`config.mk`:
```
export PLATFORM = sky130hd
export DESIGN_NAME = scaled_font_text_rasterizer
export DESIGN_NICKNAME = d
export VERILOG_FILES = /design/src/rtl/core/sftr_pkg.sv /design/src/rtl/core/scaled_font_text_rasterizer.sv /design/src/rtl/core/sftr_sequencer.sv /design/src/rtl/core/sftr_datapath.sv
export SDC_FILE = /design/constraint.sdc
export NUM_CORES = 1
export LEC_CHECK = 0
export BUFFER_PORTS_ARGS = -buffer_cell sky130_fd_sc_hd__clkbuf_2
export CORE_UTILIZATION = 60
export DETAILED_ROUTE_END_ITERATION = 8
export PLACE_DENSITY = 0.86
export SLEW_MARGIN = 20
export SYNTH_ARGS = -nofsm -noshare
export SYNTH_HDL_FRONTEND = slang
export SYNTH_SLANG_ARGS = --single-unit
```
`constraint.sdc`:
```
create_clock -name clk -period 10.8 [get_ports clk]
set_input_delay 1.62 -clock clk [delete_from_list [all_inputs] [get_ports clk]]
set_output_delay 1.62 -clock clk [all_outputs]
set_load 0.02 [all_outputs]
```
`src/rtl/core/sftr_pkg.sv`:
```
package sftr_pkg;

  localparam logic [7:0]  GLYPH_FIRST        = 8'd32;
  localparam logic [7:0]  GLYPH_LAST         = 8'd90;
  localparam logic [7:0]  NEWLINE_CODE       = 8'd10;
  localparam logic [12:0] PANEL_LIMIT        = 13'd4096;
  localparam logic [12:0] PANEL_WIDTH_RESET  = 13'd960;
  localparam logic [12:0] PANEL_HEIGHT_RESET = 13'd540;
  localparam logic [2:0]  LAST_COL           = 3'd4;
  localparam logic [2:0]  LAST_ROW           = 3'd6;

  localparam logic CFG_PANEL_WIDTH  = 1'b0;
  localparam logic CFG_PANEL_HEIGHT = 1'b1;

  typedef logic [2:0] step_t;

  localparam step_t STEP_FETCH    = 3'd0;
  localparam step_t STEP_DISPATCH = 3'd1;
  localparam step_t STEP_INIT     = 3'd2;
  localparam step_t STEP_DOT      = 3'd3;
  localparam step_t STEP_FLUSH    = 3'd4;
  localparam step_t STEP_ADVANCE  = 3'd5;
  localparam step_t STEP_NEWLINE  = 3'd6;

  typedef enum logic [2:0] {
    OP_NONE,
    OP_LOAD,
    OP_INIT,
    OP_DOT,
    OP_FLUSH,
    OP_ADVANCE,
    OP_NEWLINE
  } op_t;

  typedef enum logic [2:0] {
    COND_NEVER,
    COND_ALWAYS,
    COND_NO_INPUT,
    COND_NEWLINE,
    COND_NO_DRAW,
    COND_MORE_DOTS
  } cond_t;

  typedef struct packed {
    logic  accept;
    op_t   op;
    cond_t cond;
    step_t target;
  } ctrl_t;

  typedef struct packed {
    logic in_valid;
    logic newline;
    logic no_draw;
    logic more_dots;
    logic stall;
  } status_t;

  function automatic ctrl_t microcode(input step_t step);
    ctrl_t w;
    w = '{accept: 1'b0, op: OP_NONE, cond: COND_ALWAYS, target: STEP_FETCH};
    case (step)
      STEP_FETCH:    w = '{1'b1, OP_LOAD,    COND_NO_INPUT,  STEP_FETCH};
      STEP_DISPATCH: w = '{1'b0, OP_NONE,    COND_NEWLINE,   STEP_NEWLINE};
      STEP_INIT:     w = '{1'b0, OP_INIT,    COND_NO_DRAW,   STEP_FLUSH};
      STEP_DOT:      w = '{1'b0, OP_DOT,     COND_MORE_DOTS, STEP_DOT};
      STEP_FLUSH:    w = '{1'b0, OP_FLUSH,   COND_NEVER,     STEP_FETCH};
      STEP_ADVANCE:  w = '{1'b0, OP_ADVANCE, COND_ALWAYS,    STEP_FETCH};
      STEP_NEWLINE:  w = '{1'b0, OP_NEWLINE, COND_ALWAYS,    STEP_FETCH};
      default:       w = '{1'b0, OP_NONE,    COND_ALWAYS,    STEP_FETCH};
    endcase
    return w;
  endfunction

  // Columns packed {c4, c3, c2, c1, c0}; bit 0 of each column is the top row.
  function automatic logic [34:0] glyph_bits(input logic [5:0] idx);
    logic [34:0] g;
    g = '0;
    case (idx)
      6'd0:  g = {7'h00, 7'h00, 7'h00, 7'h00, 7'h00};
      6'd1:  g = {7'h00, 7'h00, 7'h5F, 7'h00, 7'h00};
      6'd2:  g = {7'h00, 7'h07, 7'h00, 7'h07, 7'h00};
      6'd3:  g = {7'h14, 7'h7F, 7'h14, 7'h7F, 7'h14};
      6'd4:  g = {7'h12, 7'h2A, 7'h7F, 7'h2A, 7'h24};
      6'd5:  g = {7'h62, 7'h64, 7'h08, 7'h13, 7'h23};
      6'd6:  g = {7'h50, 7'h22, 7'h55, 7'h49, 7'h36};
      6'd7:  g = {7'h00, 7'h00, 7'h03, 7'h05, 7'h00};
      6'd8:  g = {7'h00, 7'h41, 7'h22, 7'h1C, 7'h00};
      6'd9:  g = {7'h00, 7'h1C, 7'h22, 7'h41, 7'h00};
      6'd10: g = {7'h14, 7'h08, 7'h3E, 7'h08, 7'h14};
      6'd11: g = {7'h08, 7'h08, 7'h3E, 7'h08, 7'h08};
      6'd12: g = {7'h00, 7'h00, 7'h30, 7'h50, 7'h00};
      6'd13: g = {7'h08, 7'h08, 7'h08, 7'h08, 7'h08};
      6'd14: g = {7'h00, 7'h00, 7'h60, 7'h60, 7'h00};
      6'd15: g = {7'h02, 7'h04, 7'h08, 7'h10, 7'h20};
      6'd16: g = {7'h3E, 7'h45, 7'h49, 7'h51, 7'h3E};
      6'd17: g = {7'h00, 7'h40, 7'h7F, 7'h42, 7'h00};
      6'd18: g = {7'h46, 7'h49, 7'h51, 7'h61, 7'h42};
      6'd19: g = {7'h31, 7'h4B, 7'h45, 7'h41, 7'h21};
      6'd20: g = {7'h10, 7'h7F, 7'h12, 7'h14, 7'h18};
      6'd21: g = {7'h39, 7'h45, 7'h45, 7'h45, 7'h27};
      6'd22: g = {7'h30, 7'h49, 7'h49, 7'h4A, 7'h3C};
      6'd23: g = {7'h03, 7'h05, 7'h09, 7'h71, 7'h01};
      6'd24: g = {7'h36, 7'h49, 7'h49, 7'h49, 7'h36};
      6'd25: g = {7'h1E, 7'h29, 7'h49, 7'h49, 7'h06};
      6'd26: g = {7'h00, 7'h00, 7'h36, 7'h36, 7'h00};
      6'd27: g = {7'h00, 7'h00, 7'h36, 7'h56, 7'h00};
      6'd28: g = {7'h00, 7'h41, 7'h22, 7'h14, 7'h08};
      6'd29: g = {7'h14, 7'h14, 7'h14, 7'h14, 7'h14};
      6'd30: g = {7'h08, 7'h14, 7'h22, 7'h41, 7'h00};
      6'd31: g = {7'h06, 7'h09, 7'h51, 7'h01, 7'h02};
      6'd32: g = {7'h3E, 7'h41, 7'h79, 7'h49, 7'h32};
      6'd33: g = {7'h7E, 7'h11, 7'h11, 7'h11, 7'h7E};
      6'd34: g = {7'h36, 7'h49, 7'h49, 7'h49, 7'h7F};
      6'd35: g = {7'h22, 7'h41, 7'h41, 7'h41, 7'h3E};
      6'd36: g = {7'h1C, 7'h22, 7'h41, 7'h41, 7'h7F};
      6'd37: g = {7'h41, 7'h49, 7'h49, 7'h49, 7'h7F};
      6'd38: g = {7'h01, 7'h09, 7'h09, 7'h09, 7'h7F};
      6'd39: g = {7'h7A, 7'h49, 7'h49, 7'h41, 7'h3E};
      6'd40: g = {7'h7F, 7'h08, 7'h08, 7'h08, 7'h7F};
      6'd41: g = {7'h00, 7'h41, 7'h7F, 7'h41, 7'h00};
      6'd42: g = {7'h01, 7'h3F, 7'h41, 7'h40, 7'h20};
      6'd43: g = {7'h41, 7'h22, 7'h14, 7'h08, 7'h7F};
      6'd44: g = {7'h40, 7'h40, 7'h40, 7'h40, 7'h7F};
      6'd45: g = {7'h7F, 7'h02, 7'h0C, 7'h02, 7'h7F};
      6'd46: g = {7'h7F, 7'h10, 7'h08, 7'h04, 7'h7F};
      6'd47: g = {7'h3E, 7'h41, 7'h41, 7'h41, 7'h3E};
      6'd48: g = {7'h06, 7'h09, 7'h09, 7'h09, 7'h7F};
      6'd49: g = {7'h5E, 7'h21, 7'h51, 7'h41, 7'h3E};
      6'd50: g = {7'h46, 7'h29, 7'h19, 7'h09, 7'h7F};
      6'd51: g = {7'h31, 7'h49, 7'h49, 7'h49, 7'h46};
      6'd52: g = {7'h01, 7'h01, 7'h7F, 7'h01, 7'h01};
      6'd53: g = {7'h3F, 7'h40, 7'h40, 7'h40, 7'h3F};
      6'd54: g = {7'h1F, 7'h20, 7'h40, 7'h20, 7'h1F};
      6'd55: g = {7'h3F, 7'h40, 7'h38, 7'h40, 7'h3F};
      6'd56: g = {7'h63, 7'h14, 7'h08, 7'h14, 7'h63};
      6'd57: g = {7'h07, 7'h08, 7'h70, 7'h08, 7'h07};
      6'd58: g = {7'h43, 7'h45, 7'h49, 7'h51, 7'h61};
      default: g = '0;
    endcase
    return g;
  endfunction

endpackage

```
`src/rtl/core/scaled_font_text_rasterizer.sv`:
```
// Text rasterizer for a 5x7 column font with integer dot scaling.
// Input channel (in_valid/in_ready): one character per transfer with its
// string_start flag, origin, ink color and scale. The block keeps the cursor,
// line y and left margin between characters.
// Output channel (out_valid/out_ready): one clipped rectangle per visible lit
// dot, column-major, last_dot set on the final rectangle of a character.
// Configuration: cfg_write with cfg_index 0 sets panel_width, 1 panel_height.
// A sequencer steps a seven-word control program; a glyph character runs
// fetch, dispatch, glyph load, a dot step for each of the 35 font dots, flush
// and cursor advance; newline runs fetch, dispatch and the newline step, and
// codes without a glyph or with zero scale skip the dot steps. Each rectangle
// is held back one dot so last_dot is known. A stalled receiver holds the dot
// scan once a second visible dot is waiting.
// Synchronous reset clears the cursor, line and margin, empties the output
// and restores the panel size to 960 by 540.
module scaled_font_text_rasterizer (
  input  logic               clk,
  input  logic               rst,
  input  logic               cfg_write,
  input  logic               cfg_index,
  input  logic [12:0]        cfg_data,
  input  logic               in_valid,
  output logic               in_ready,
  input  logic               string_start,
  input  logic signed [15:0] origin_x,
  input  logic signed [15:0] origin_y,
  input  logic [7:0]         char_code,
  input  logic [3:0]         ink_color,
  input  logic [7:0]         scale,
  output logic               out_valid,
  input  logic               out_ready,
  output logic [11:0]        rect_x,
  output logic [11:0]        rect_y,
  output logic [7:0]         rect_w,
  output logic [7:0]         rect_h,
  output logic [3:0]         dot_color,
  output logic               last_dot
);
  import sftr_pkg::*;

  ctrl_t   ctrl;
  status_t status;

  assign in_ready = ctrl.accept;

  sftr_sequencer u_sequencer (
    .clk    (clk),
    .rst    (rst),
    .status (status),
    .ctrl   (ctrl)
  );

  sftr_datapath u_datapath (
    .clk          (clk),
    .rst          (rst),
    .cfg_write    (cfg_write),
    .cfg_index    (cfg_index),
    .cfg_data     (cfg_data),
    .in_valid     (in_valid),
    .string_start (string_start),
    .origin_x     (origin_x),
    .origin_y     (origin_y),
    .char_code    (char_code),
    .ink_color    (ink_color),
    .scale        (scale),
    .ctrl         (ctrl),
    .status       (status),
    .out_valid    (out_valid),
    .out_ready    (out_ready),
    .rect_x       (rect_x),
    .rect_y       (rect_y),
    .rect_w       (rect_w),
    .rect_h       (rect_h),
    .dot_color    (dot_color),
    .last_dot     (last_dot)
  );

endmodule

```
`src/rtl/core/sftr_sequencer.sv`:
```
module sftr_sequencer (
  input  logic              clk,
  input  logic              rst,
  input  sftr_pkg::status_t status,
  output sftr_pkg::ctrl_t   ctrl
);
  import sftr_pkg::*;

  step_t step;
  step_t step_next;
  logic  taken;

  assign ctrl = microcode(step);

  always_comb begin
    case (ctrl.cond)
      COND_NEVER:     taken = 1'b0;
      COND_ALWAYS:    taken = 1'b1;
      COND_NO_INPUT:  taken = !status.in_valid;
      COND_NEWLINE:   taken = status.newline;
      COND_NO_DRAW:   taken = status.no_draw;
      COND_MORE_DOTS: taken = status.more_dots;
      default:        taken = 1'b0;
    endcase
    if (status.stall) begin
      step_next = step;
    end else if (taken) begin
      step_next = ctrl.target;
    end else begin
      step_next = step + 3'd1;
    end
  end

  always_ff @(posedge clk) begin
    if (rst) begin
      step <= STEP_FETCH;
    end else begin
      step <= step_next;
    end
  end

endmodule

```
`src/rtl/core/sftr_datapath.sv`:
```
module sftr_datapath (
  input  logic               clk,
  input  logic               rst,
  input  logic               cfg_write,
  input  logic               cfg_index,
  input  logic [12:0]        cfg_data,
  input  logic               in_valid,
  input  logic               string_start,
  input  logic signed [15:0] origin_x,
  input  logic signed [15:0] origin_y,
  input  logic [7:0]         char_code,
  input  logic [3:0]         ink_color,
  input  logic [7:0]         scale,
  input  sftr_pkg::ctrl_t    ctrl,
  output sftr_pkg::status_t  status,
  output logic               out_valid,
  input  logic               out_ready,
  output logic [11:0]        rect_x,
  output logic [11:0]        rect_y,
  output logic [7:0]         rect_w,
  output logic [7:0]         rect_h,
  output logic [3:0]         dot_color,
  output logic               last_dot
);
  import sftr_pkg::*;

  logic [12:0] panel_width;
  logic [12:0] panel_height;
  logic [15:0] cursor_x;
  logic [15:0] line_y;
  logic [15:0] left_margin;
  logic [15:0] dot_x;
  logic [15:0] dot_y;
  logic [7:0]  code;
  logic [7:0]  dot_size;
  logic [3:0]  color;
  logic [34:0] glyph;
  logic [2:0]  col;
  logic [2:0]  row;

  logic        pend_valid;
  logic [11:0] pend_x;
  logic [11:0] pend_y;
  logic [7:0]  pend_w;
  logic [7:0]  pend_h;

  logic [12:0] wlim;
  logic [12:0] hlim;
  logic [7:0]  glyph_idx;
  logic signed [17:0] x_start, x_end, x_lo, x_hi, x_span;
  logic signed [17:0] y_start, y_end, y_lo, y_hi, y_span;
  logic        visible;
  logic        emit;
  logic        out_free;
  logic        stall;
  logic        push;
  logic        load;
  logic [15:0] advance_x;
  logic [15:0] advance_y;

  assign wlim = (panel_width  > PANEL_LIMIT) ? PANEL_LIMIT : panel_width;
  assign hlim = (panel_height > PANEL_LIMIT) ? PANEL_LIMIT : panel_height;

  assign x_start = {{2{dot_x[15]}}, dot_x};
  assign x_end   = x_start + $signed({10'd0, dot_size});
  assign x_lo    = dot_x[15] ? 18'sd0 : x_start;
  assign x_hi    = (x_end > $signed({5'd0, wlim})) ? $signed({5'd0, wlim}) : x_end;
  assign x_span  = x_hi - x_lo;

  assign y_start = {{2{dot_y[15]}}, dot_y};
  assign y_end   = y_start + $signed({10'd0, dot_size});
  assign y_lo    = dot_y[15] ? 18'sd0 : y_start;
  assign y_hi    = (y_end > $signed({5'd0, hlim})) ? $signed({5'd0, hlim}) : y_end;
  assign y_span  = y_hi - y_lo;

  assign visible  = (x_lo < x_hi) && (y_lo < y_hi);
  assign emit     = glyph[0] && visible;
  assign out_free = !out_valid || out_ready;

  always_comb begin
    stall = 1'b0;
    push  = 1'b0;
    case (ctrl.op)
      OP_DOT: begin
        stall = emit && pend_valid && !out_free;
        push  = emit && pend_valid && out_free;
      end
      OP_FLUSH: begin
        stall = pend_valid && !out_free;
        push  = pend_valid && out_free;
      end
      default: begin
        stall = 1'b0;
        push  = 1'b0;
      end
    endcase
  end

  assign load      = (ctrl.op == OP_LOAD) && ctrl.accept && in_valid;
  assign glyph_idx = code - GLYPH_FIRST;
  assign advance_x = {6'd0, dot_size, 2'b00} + {7'd0, dot_size, 1'b0};
  assign advance_y = {5'd0, dot_size, 3'b000};

  assign status.in_valid  = in_valid;
  assign status.newline   = (code == NEWLINE_CODE);
  assign status.no_draw   = (code < GLYPH_FIRST) || (code > GLYPH_LAST) || (dot_size == 8'd0);
  assign status.more_dots = !((col == LAST_COL) && (row == LAST_ROW));
  assign status.stall     = stall;

  always_ff @(posedge clk) begin
    if (rst) begin
      panel_width  <= PANEL_WIDTH_RESET;
      panel_height <= PANEL_HEIGHT_RESET;
    end else if (cfg_write) begin
      case (cfg_index)
        CFG_PANEL_WIDTH:  panel_width  <= cfg_data;
        CFG_PANEL_HEIGHT: panel_height <= cfg_data;
        default: ;
      endcase
    end
  end

  always_ff @(posedge clk) begin
    if (rst) begin
      cursor_x    <= '0;
      line_y      <= '0;
      left_margin <= '0;
    end else begin
      case (ctrl.op)
        OP_LOAD: begin
          if (load && string_start) begin
            left_margin <= origin_x;
            cursor_x    <= origin_x;
            line_y      <= origin_y;
          end
        end
        OP_ADVANCE: cursor_x <= cursor_x + advance_x;
        OP_NEWLINE: begin
          cursor_x <= left_margin;
          line_y   <= line_y + advance_y;
        end
        default: ;
      endcase
    end
  end

  always_ff @(posedge clk) begin
    if (load) begin
      code     <= char_code;
      color    <= ink_color;
      dot_size <= scale;
    end
    if (ctrl.op == OP_INIT) begin
      glyph <= glyph_bits(glyph_idx[5:0]);
      dot_x <= cursor_x;
      dot_y <= line_y;
      col   <= '0;
      row   <= '0;
    end else if ((ctrl.op == OP_DOT) && !stall) begin
      glyph <= {1'b0, glyph[34:1]};
      if (row == LAST_ROW) begin
        row   <= '0;
        col   <= col + 3'd1;
        dot_y <= line_y;
        dot_x <= dot_x + {8'd0, dot_size};
      end else begin
        row   <= row + 3'd1;
        dot_y <= dot_y + {8'd0, dot_size};
      end
    end
  end

  always_ff @(posedge clk) begin
    if (rst) begin
      pend_valid <= 1'b0;
    end else if ((ctrl.op == OP_DOT) && emit && !stall) begin
      pend_valid <= 1'b1;
    end else if ((ctrl.op == OP_FLUSH) && push) begin
      pend_valid <= 1'b0;
    end
  end

  always_ff @(posedge clk) begin
    if ((ctrl.op == OP_DOT) && emit && !stall) begin
      pend_x <= x_lo[11:0];
      pend_y <= y_lo[11:0];
      pend_w <= x_span[7:0];
      pend_h <= y_span[7:0];
    end
  end

  always_ff @(posedge clk) begin
    if (rst) begin
      out_valid <= 1'b0;
    end else if (push) begin
      out_valid <= 1'b1;
    end else if (out_ready) begin
      out_valid <= 1'b0;
    end
  end

  always_ff @(posedge clk) begin
    if (push) begin
      rect_x    <= pend_x;
      rect_y    <= pend_y;
      rect_w    <= pend_w;
      rect_h    <= pend_h;
      dot_color <= color;
      last_dot  <= (ctrl.op == OP_FLUSH);
    end
  end

endmodule

```
== Yosys cells after proc, flatten, opt, wreduce, memory -nomap -nowiden ==
Memories as Yosys holds them, arrays and structs flattened.
Cells that the tools add are included.

* Memories kept: 1
* Logic and storage cells: 136
* ROM bits: 2240
* Bits in registers: 257
* Output and inout port bits: 47
* Bits of input ports: 72

* Mux-type cells: 28
* Equal/unequal tests: 21
* Bitwise logic cells: 1
* Reduce and logical (&&, ||, !) cells: 38
* Add/sub/neg operators: 13
* Magnitude comparators: 8

{| class="wikitable"
|+ Memories
! memory !! words !! width !! rd ports !! clocked after Yosys merged registers in !! wr ports !! line !! RTL
|-
| (name not given) || 64 || 35 || 1 || 0 || 0 || sftr_pkg.sv:79 || <nowiki>case (idx)</nowiki>
|}

{| class="wikitable"
|+ Operators with widths
! cell !! number
|-
| $mux 16 || 8
|-
| $mux 35 || 2
|-
| $pmux 10 s7 || 1
|-
| $pmux 16 s3 || 1
|-
| $gt 18x14->1 || 2
|-
| $lt 16x18->1 || 2
|-
| $mux 18 || 2
|-
| $add 16x9->17 || 2
|-
| $add 16x8->16 || 2
|-
| $pmux 16 s2 || 1
|-
| $eq 3x3->1 const B || 10
|-
| $mux 15 || 2
|-
| $gt 13x13->1 const B || 2
|-
| $mux 13 || 2
|-
| $eq 3x2->1 const B || 6
|-
| $add 16x11->16 || 1
|-
| $add 16x16->16 || 1
|-
| $sub 8x8->8 || 2
|-
| $logic_and 1x1->1 || 15
|-
| $reduce_and 2->1 || 7
|-
| $add 10x9->11 || 1
|-
| $reduce_bool 2->1 || 5
|-
| $add 3x1->3 const B || 3
|-
| $eq 3x1->1 const B || 3
|-
| 15 further kinds || 26
|}

== Logic depth before layout (Yosys ltp) ==
Gate-level depths: netlist of the first run.

* Depth in word-level cells: 14
* Depth in mapped cells: 28
* Gate-level depth less buffers: 26

== Hierarchy ==
From an unflattened synthesis of the first run, not the netlist that was laid out.

* Cells, all modules: 1852
* Area total of the unflattened synthesis: 16702.3 sq um

{| class="wikitable"
|+ By module, submodules not included
! module !! sequential area each (sq um) !! cells an instance !! area each (sq um) !! times used
|-
| sftr_datapath || 6806.5 || 1796 || 16223.1 || 1
|-
| sftr_sequencer || 60.1 || 56 || 479.2 || 1
|}

== Worst setup path before layout of the first run ==
Ideal clock, no wire load.

* Path type: register to register
* From: register u_datapath.dot_size[0]
* To: register u_datapath.dot_y[0] (enable)
* Stages on the path, launching flop included: 27
* Period minus slack after synthesis: 9.494 ns
* Data required time: 10.270 ns
* Arrival: 8.964 ns
* Path buffers: 1
* Library setup time: 0.530 ns
* Slack: 1.306 ns
* Path through: edfxtp_1 -> ha_1 -> fa_1 -> a21oi_1 -> nor2_1 -> o31a_1 -> o21ai_0 -> nand2b_1 -> and3_1 -> xor2_1 -> ha_1 -> nand4_1 -> mux2_2 -> a21oi_1 -> a2111o_1 -> ha_1 -> o31a_1 -> buf_4 -> mux2_2 -> ha_1 -> o21a_1 -> o21ai_0 -> a221oi_1 -> o21a_1 -> o32ai_1 -> and4_1 -> o21ai_0

* Cells in the longest elaborated chain, start to end: 12
* Elaborated cells between the ends (all ways): 16
* Those cells by class: add/sub: 2; order compare: 4; mux: 3; reduce/logical: 7

{| class="wikitable"
|+ RTL lines
! what !! line !! RTL
|-
| from (decl) || sftr_datapath.sv:35 || <nowiki>logic [7:0] dot_size;</nowiki>
|-
| from (signal assigned) || sftr_datapath.sv:151 || <nowiki>dot_size <= scale;</nowiki>
|-
| $add 16x9->17 (on tied branches) || sftr_datapath.sv:65, sftr_datapath.sv:71 ||
|-
| $gt 18x14->1 (on tied branches) || sftr_datapath.sv:67, sftr_datapath.sv:73 ||
|-
| $mux 18 (on tied branches) || sftr_datapath.sv:67, sftr_datapath.sv:73 ||
|-
| $lt 16x18->1 || sftr_datapath.sv:76 || <nowiki>assign visible = (x_lo < x_hi) && (y_lo < y_hi);</nowiki>
|-
| $logic_and 1x1->1 (*) || sftr_datapath.sv:76 ||
|-
| $logic_and 1x1->1 (*) || sftr_datapath.sv:77 || <nowiki>assign emit = glyph[0] && visible;</nowiki>
|-
| $logic_and 1x1->1 (*) (2 in a row) || sftr_datapath.sv:85 || <nowiki>stall = emit && pend_valid && !out_free;</nowiki>
|-
| $pmux 1 s2 (*) || sftr_datapath.sv:83 || <nowiki>case (ctrl.op)</nowiki>
|-
| $logic_not 1->1 (*) || sftr_datapath.sv:159 || <nowiki>end else if ((ctrl.op == OP_DOT) && !stall) begin</nowiki>
|-
| $logic_and 1x1->1 (*) || sftr_datapath.sv:159 ||
|-
| $reduce_bool 2->1 (no source line) (*) || - ||
|-
| to (signal assigned) || sftr_datapath.sv:156 || <nowiki>dot_y <= line_y;</nowiki>
|-
| to (signal assigned) || sftr_datapath.sv:164 || <nowiki>dot_y <= line_y;</nowiki>
|-
| to (signal assigned) || sftr_datapath.sv:168 || <nowiki>dot_y <= dot_y + {8'd0, dot_size};</nowiki>
|-
| to (decl) || sftr_datapath.sv:33 || <nowiki>logic [15:0] dot_y;</nowiki>
|}

Mark *: on every way between the ends. The rest lies on a longest branch, timed or not.
A chain may end at the register's enable or synchronous reset.

== Final worst setup path of the first run ==
* From: register u_datapath.dot_size[0]
* To: register u_datapath.rect_x[5] (enable)

* Cells in the longest elaborated chain, start to end: 9
* Elaborated cells between the ends (all ways): 13
* Those cells by class: add/sub: 2; order compare: 4; mux: 3; reduce/logical: 4

{| class="wikitable"
|+ RTL lines
! what !! line !! RTL
|-
| $add 16x9->17 (on tied branches) || sftr_datapath.sv:65, sftr_datapath.sv:71 ||
|-
| $gt 18x14->1 (on tied branches) || sftr_datapath.sv:67, sftr_datapath.sv:73 ||
|-
| $mux 18 (on tied branches) || sftr_datapath.sv:67, sftr_datapath.sv:73 ||
|-
| $lt 16x18->1 || sftr_datapath.sv:76 ||
|-
| $logic_and 1x1->1 (*) || sftr_datapath.sv:76 ||
|-
| $logic_and 1x1->1 (*) || sftr_datapath.sv:77 ||
|-
| $logic_and 1x1->1 (*) (2 in a row) || sftr_datapath.sv:86 || <nowiki>push = emit && pend_valid && out_free;</nowiki>
|-
| $pmux 1 s2 (*) || sftr_datapath.sv:83 ||
|-
| named net u_datapath.push || sftr_datapath.sv:56 || <nowiki>logic push;</nowiki>
|-
| to (signal assigned) || sftr_datapath.sv:204 || <nowiki>rect_x <= pend_x;</nowiki>
|-
| to (decl) || sftr_datapath.sv:18 || <nowiki>output logic [11:0] rect_x,</nowiki>
|}

Mark *: on every way through the listed nets, which the timed path passes. The rest lies on a longest branch.

==> qor.txt, run 1 <==
Num CTS Buffers - 28
Root Driver - clkbuf_16
Hpwl dp - 35000 um
Dpl ws - 2.69 ns
Drt total wl - 48800 um
Top cells by area, synth - edfxtp_1, ha_1, dfxtp_1, nand2_1, a21oi_1
1st-iter DRT viols - 2091
Die Span Y - 169 um
CTS resizes - 0
Average wire per standard cell - 20.9 um
Longest Clk Path Bufs - 3
Final nets - 2154
# DRC - 0
Fin. max-slew vios - 0
Via count - 14905
Final hold violations - 0
Antenna violations before repair - 2
VDD IR-drop max - 0.000224 V
Drt via density - 6.39
Number of port buffers - 118
Max-slew headroom - 36.5%
Final WS setup - 2.78 ns
Crit share post-route - 74.3%
Worst path slowest cell - nor2b_4
Placed cell areas - 0.0175 sq mm
Mapped cell area - 0.0167 sq mm
Cell Rows - 60
PwrDens - 309 mW/mm^2
FF+latch count, synth - 257
Gr ovfl total - 0
Fmax - 125 MHz
TritonCTS clock tree - built
Max incr delay on CP - 0.65 ns
Syn_nets - 2087
CTS sink cnt - 257
Core area - 0.0271 sq mm
Setup_tns - 0 ns
I/O pin count - 119
Syn Inst Count - 1871
Detail Route Antenna Nets - 0
Die Wd - 169 um
CP arrival - 8.26 ns
Largest net degree at the start of global routing - 80
Placer Congestion - 0.992
RSZ-0062 raised after global routing - no
WP data required - 11.04 ns
LEAKAGE - 7.45 nW
H-tree depth - 1
Post-route total power - 5.70 mW
Worst skew pair latency - 0.57 ns
Area leader, netlist - edfxtp_1
Ys async rst share - 0%
Synth Warn # - 0
Clock transition at the registers of the reported paths - 0.07 ns
Max Cap Violations - 0
Tmin final - 8.02 ns
Final core utilization - 68.1%
Worst Setup End Kind - flip-flop
Most common cell after layout, fill and taps aside - nand2_1
Seq/Total Area, Yosys - 41.1%
Worst hold path type - flip-flop to flip-flop
Top cell type's share of synthesized area - 30.9%
Post-synth EDFFs - 172
First-pass GRT wire length - 76000 um
Most frequently used flop master after synthesis - edfxtp_1
Outcome - completed
Crit Path Max Fanout - 24
CP dominant cell by count - ha_1
Syn Area/Cell - 8.92 sq um
Setup Viol. Count Final - 0
Hold bufs inserted after CTS - 0
Layout cell share with drive strength beyond 1 - 11.7%
Finished Cell Area - 0.0185 sq mm
Starting Density - 61.6%
Critical path class - flip-flop to flip-flop
Most frequent cells in the layout - nand2_1, edfxtp_1, a21oi_1, o21ai_0, ha_1
Clock Skew - 0.0373 ns
Post-CTS Setup Inserts - 0
GRT Util Overall - 33.9%
1st-pass router iterations - 6
CP Launch Type - flip-flop
Slew @ Worst Pin - 0.953 ns
Count of cell types in the netlist - 75
Area grow syn2layout - 10.6%
Die area - 0.0285 sq mm
Fill cells - 2067
Number of global-route vias before repair - 13925
==> per-layer routing <==
metal,track usage (%),share of wire [%],vias up
met5,0,0,-
li1,-,-,6887
met1,48.9,43,6963
met3,6.08,11,118
met4,10.7,2.6,0
met2,51.7,44,937
==> flip-flops by register name (all words and copies together), names as in the netlist, 12 cells and up <==
name	count
u_datapath.glyph	35
u_datapath.cursor_x	16
u_datapath.dot_x	16
u_datapath.dot_y	16
u_datapath.left_margin	16
u_datapath.line_y	16
u_datapath.panel_height	13
u_datapath.panel_width	13
u_datapath.pend_x	12
u_datapath.pend_y	12
u_datapath.rect_x	12
u_datapath.rect_y	12
==> worst max-delay path, delay by kind of cell (launching register included) <==
kind,cells,cell delay [ns]
buffers and inverters,2,0.54
adder cells (fa/ha/maj),5,1.67
multiplexers,2,0.58
XOR/XNOR,1,0.28
flip-flops,1,0.52
AO/OA/AOI/OAI,11,2.53
AND/OR/NAND/NOR,7,1.54
==> final timing paths <==
path	cells after the start	startpoint	to	slack, ns
worst max-delay path	28	u_datapath.dot_size[0]	u_datapath.rect_x[5]	2.78
worst max register to register	28	u_datapath.dot_size[0]	u_datapath.rect_x[5]	2.78
worst min register to register	0	u_datapath.pend_w[1]	u_datapath.rect_w[1]	0.41
worst min-delay path	0	u_datapath.pend_w[1]	u_datapath.rect_w[1]	0.41
==> cell type report <==
cell class	count	area (sq um)	area share, %
multi-input cells	1415	9080	49.2
flip-flops and latches	257	6870	37.2
clock buffers	36	773	4.19
repair buffers	137	773	4.19
well taps	372	465	2.52
inverters	99	372	2.01
clock inverters	15	125	0.678
diodes	2	5.00	0.0271
==> report_power, final <==
part | switching, mW | leakage [nW] | internal, mW
sequential | 0.189 | 2.27 | 1.39
combinational | 1.98 | 4.75 | 1.20
clock | 0.404 | 0.438 | 0.532
total | 2.58 | 7.45 | 3.12
==> cells in the mapped netlist (all sizes together) (3+ instances only) <==
cell / number
a2111oi: 4
a211oi: 24
a21boi: 8
a21o: 14
a21oi: 171
a221oi: 10
a22oi: 7
a311oi: 7
a31oi: 23
a32oi: 5
a41oi: 3
and2: 11
and3: 17
buf: 31
clkbuf: 69
dfxtp: 85
edfxtp: 172
fa: 7
ha: 137
inv: 98
mux2: 21
mux2i: 32
nand2: 294
nand2b: 18
nand3: 43
nand4: 16
nor2: 126
nor2b: 51
nor3: 25
o211ai: 23
o21a: 11
o21ai: 146
o21bai: 12
o221ai: 3
o22ai: 12
o311ai: 7
o31a: 3
o31ai: 12
o32ai: 4
or2: 11
or3: 11
or4: 4
xnor2: 36
xor2: 15
==> cell families after synthesis <==
kind of cell / Yosys count / share of synthesized area [%]
flip-flops: 257 / 41.1
AO/OA/AOI/OAI: 530 / 19.6
adder cells (fa/ha/maj): 146 / 11.2
buffers and inverters: 199 / 4.70
multiplexers: 54 / 3.47
XOR/XNOR: 51 / 2.79
AND/OR/NAND/NOR: 634 / 17.1
==> metrics by stage <==
stage | std cells | hold slack (ns)
after global placement | 2278 | 0.401
final | 2333 | 0.413
after floorplan | 1871 | 0.400
after global routing | 2331 | 0.419
after CTS | 2329 | 0.416
after detailed placement | 2278 | 0.405
Power figures use the tool's default switching activity.
==> run 2: changes to the inputs <==
--- a/config.mk
+++ b/config.mk
@@ -6,9 +6,9 @@
 export NUM_CORES = 1
 export LEC_CHECK = 0
 export BUFFER_PORTS_ARGS = -buffer_cell sky130_fd_sc_hd__clkbuf_2
-export CORE_UTILIZATION = 60
+export CORE_UTILIZATION = 56
 export DETAILED_ROUTE_END_ITERATION = 8
-export PLACE_DENSITY = 0.86
+export PLACE_DENSITY = 0.85
 export SLEW_MARGIN = 20
 export SYNTH_ARGS = -nofsm -noshare
 export SYNTH_HDL_FRONTEND = slang
==> constraint.sdc (replaced) <==
create_clock -name clk -period 6.65 [get_ports clk]
set_input_delay 0.9975 -clock clk [delete_from_list [all_inputs] [get_ports clk]]
set_output_delay 0.9975 -clock clk [all_outputs]
set_load 0.02 [all_outputs]
==> run 2 against run 1 <==
Against the previous run:
- global-route usage shrank 2.6 points
- sequential share of layout area shrank 2.0 points
- clock power grew 65%
- register-to-register slack lost 2.8 ns
- cell area grew 5.6%
- first-iteration DRC count grew 8.2%
- non-clock buffer count grew 71
- die area grew 7.1%
- flip-flop and latch count is the same
- utilization shrank 0.91 points
- fmax grew 21%
- combinational power grew 84%
- largest power group unchanged
==> qor.txt, run 2 (same netlist as run 1, synthesis figures left out) <==
Core area - 0.0290 sq mm
Top Layer Used - met4
Placed cell areas - 0.0179 sq mm
Launch point of the worst reg-to-reg path - u_datapath.dot_size[0]
Max FFs per register - 35
Worst path slowest cell - edfxtp_1
Worst R2R End - u_datapath.rect_w[6]
TritonCTS clock tree - built
Clock transition at the registers of the reported paths - 0.06 ns
Worst Setup End Kind - flip-flop
# DRC - 0
H-tree depth - 1
Flop2flop setup slack - 0.003 ns
I/O pin count - 119
Worst skew pair latency - 0.55 ns
Slew @ Worst Pin - 0.965 ns
Drt total wl - 50200 um
Cell Rows - 62
Hold path startpoint - u_datapath.color[2]
First-pass GRT wire length - 75900 um
Max Cap Violations - 0
Num CTS Buffers - 28
Worst r2r path cells - 31
Met1 WL - 21100 um
Critical path class - flip-flop to flip-flop
Met2 routed WL - 22100 um
Final hold violations - 0
Final core utilization - 67.2%
Crit share post-route - 100%
Clock Skew - 0.0183 ns
1st-iter DRT viols - 2263
Wire length on met3 - 5790 um
Die Wd - 175 um
Drt via density - 6.33
Max-slew headroom - 34.8%
Longest Clk Path Bufs - 3
Number of port buffers - 118
Average wire per standard cell - 20.8 um
Outcome - completed
WP data required - 6.91 ns
Final nets - 2225
GRT Util Overall - 31.3%
Min-Delay Path Depth - 0
Number of global-route vias before repair - 14097
LEAKAGE - 7.92 nW
Tmin final - 6.65 ns
Root Driver - clkbuf_16
Via count - 15298
VDD IR-drop max - 0.000304 V
Fmax - 150 MHz
CTS sink cnt - 257
Placer Congestion - 0.997
Die area - 0.0305 sq mm
CP dominant cell by count - buf_6
PwrDens - 509 mW/mm^2
CP Launch Type - flip-flop
Starting Density - 57.5%
Fill cells - 2207
1st-pass router iterations - 7
Antenna violations before repair - 0
Setup Viol. Count Final - 0
RSZ-0062 raised after global routing - yes
WHS Endpoint - u_datapath.dot_color[2]
Finished Cell Area - 0.0195 sq mm
Worst hold path type - flip-flop to flip-flop
Gr ovfl total - 0
Largest net degree at the start of global routing - 91
Max incr delay on CP - 0.42 ns
Most frequent cells in the layout - nand2_1, edfxtp_1, a21oi_1, o21ai_0, ha_1
Hpwl dp - 34700 um
Crit Path Max Fanout - 6
Biggest register - u_datapath.glyph
Die Span Y - 175 um
Most common cell after layout, fill and taps aside - nand2_1
CP arrival - 6.91 ns
Area grow syn2layout - 16.8%
Fin. max-slew vios - 0
Detail Route Antenna Nets - 0
Layout cell share with drive strength beyond 1 - 16.4%
run 2: worst max-delay path by stage:
stage	endpoint	startpoint	cells past startpoint
global placement	u_datapath.rect_y[10]	u_datapath.dot_size[0]	28
global route	u_datapath.rect_w[6]	u_datapath.dot_size[0]	31
finish	u_datapath.rect_w[6]	u_datapath.dot_size[0]	31
floorplan	u_datapath.dot_color[0]	u_datapath.dot_size[0]	27
detailed placement	u_datapath.rect_y[11]	u_datapath.dot_size[0]	28
CTS	u_datapath.glyph[14]	u_datapath.dot_size[0]	26
run 2: layer usage:
layer	up-vias	track usage, %
met5	-	0
met4	0	8.33
met3	94	6.40
met2	991	47.3
met1	7186	45.5
li1	7027	-
run 2: critical path: cells and delay by family (launching register included):
family,cells,cell delay (ns)
AOI/OAI and AO/OA,11,2.17
muxes,1,0.35
and+or+nand+nor,6,0.74
DFF,1,0.42
adders and majority gates,5,1.40
buffers and inverters,7,1.04
xor gates and xnor gates,1,0.21
run 2: per-stage QoR:
| step | hold WS, ns | std cells | total power, mW | setup slack [ns] | setup TNS [ns] |
|---|---|---|---|---|---|
| after floorplan | 0.400 | 1871 | 6.22 | -0.0397 | -1.79 |
| after global placement | 0.401 | 2327 | 7.60 | 0.116 | 0 |
| after detailed placement | 0.406 | 2327 | 7.76 | -0.157 | -9.40 |
| after CTS | 0.417 | 2391 | 9.42 | 0.0211 | 0 |
| after global routing | 0.423 | 2415 | 10.5 | -0.219 | -12.01 |
| final | 0.419 | 2416 | 9.92 | 0.00308 | 0 |
run 2: cell type report:
class	instances	area [sq um]	share of cell area [%]
antenna	1	2.50	0.0128
clock buffer	43	870	4.46
clock inverter	9	51.3	0.263
inverter	99	372	1.91
multi-input combinational	1415	9340	47.9
sequential	257	6870	35.2
tap	384	480	2.46
timing repair buffer	208	1520	7.78
run 2: report_power, final:
part / total [mW] / leakage [nW] / switching (mW) / internal (mW)
combinational: 5.87 / 5.20 / 3.47 / 2.40
clock: 1.54 / 0.452 / 0.639 / 0.902
sequential: 2.51 / 2.27 / 0.266 / 2.25
total: 9.92 / 7.92 / 4.38 / 5.54
run 2: repair_timing:
action,4_1_cts,5_1_grt
resized for setup,8,56
pin swaps,5,40
endpoints found under the hold margin,0,0
setup endpoints to repair,111,160
hold buffers,0,0
gates cloned,2,7
buffers inserted,10,18
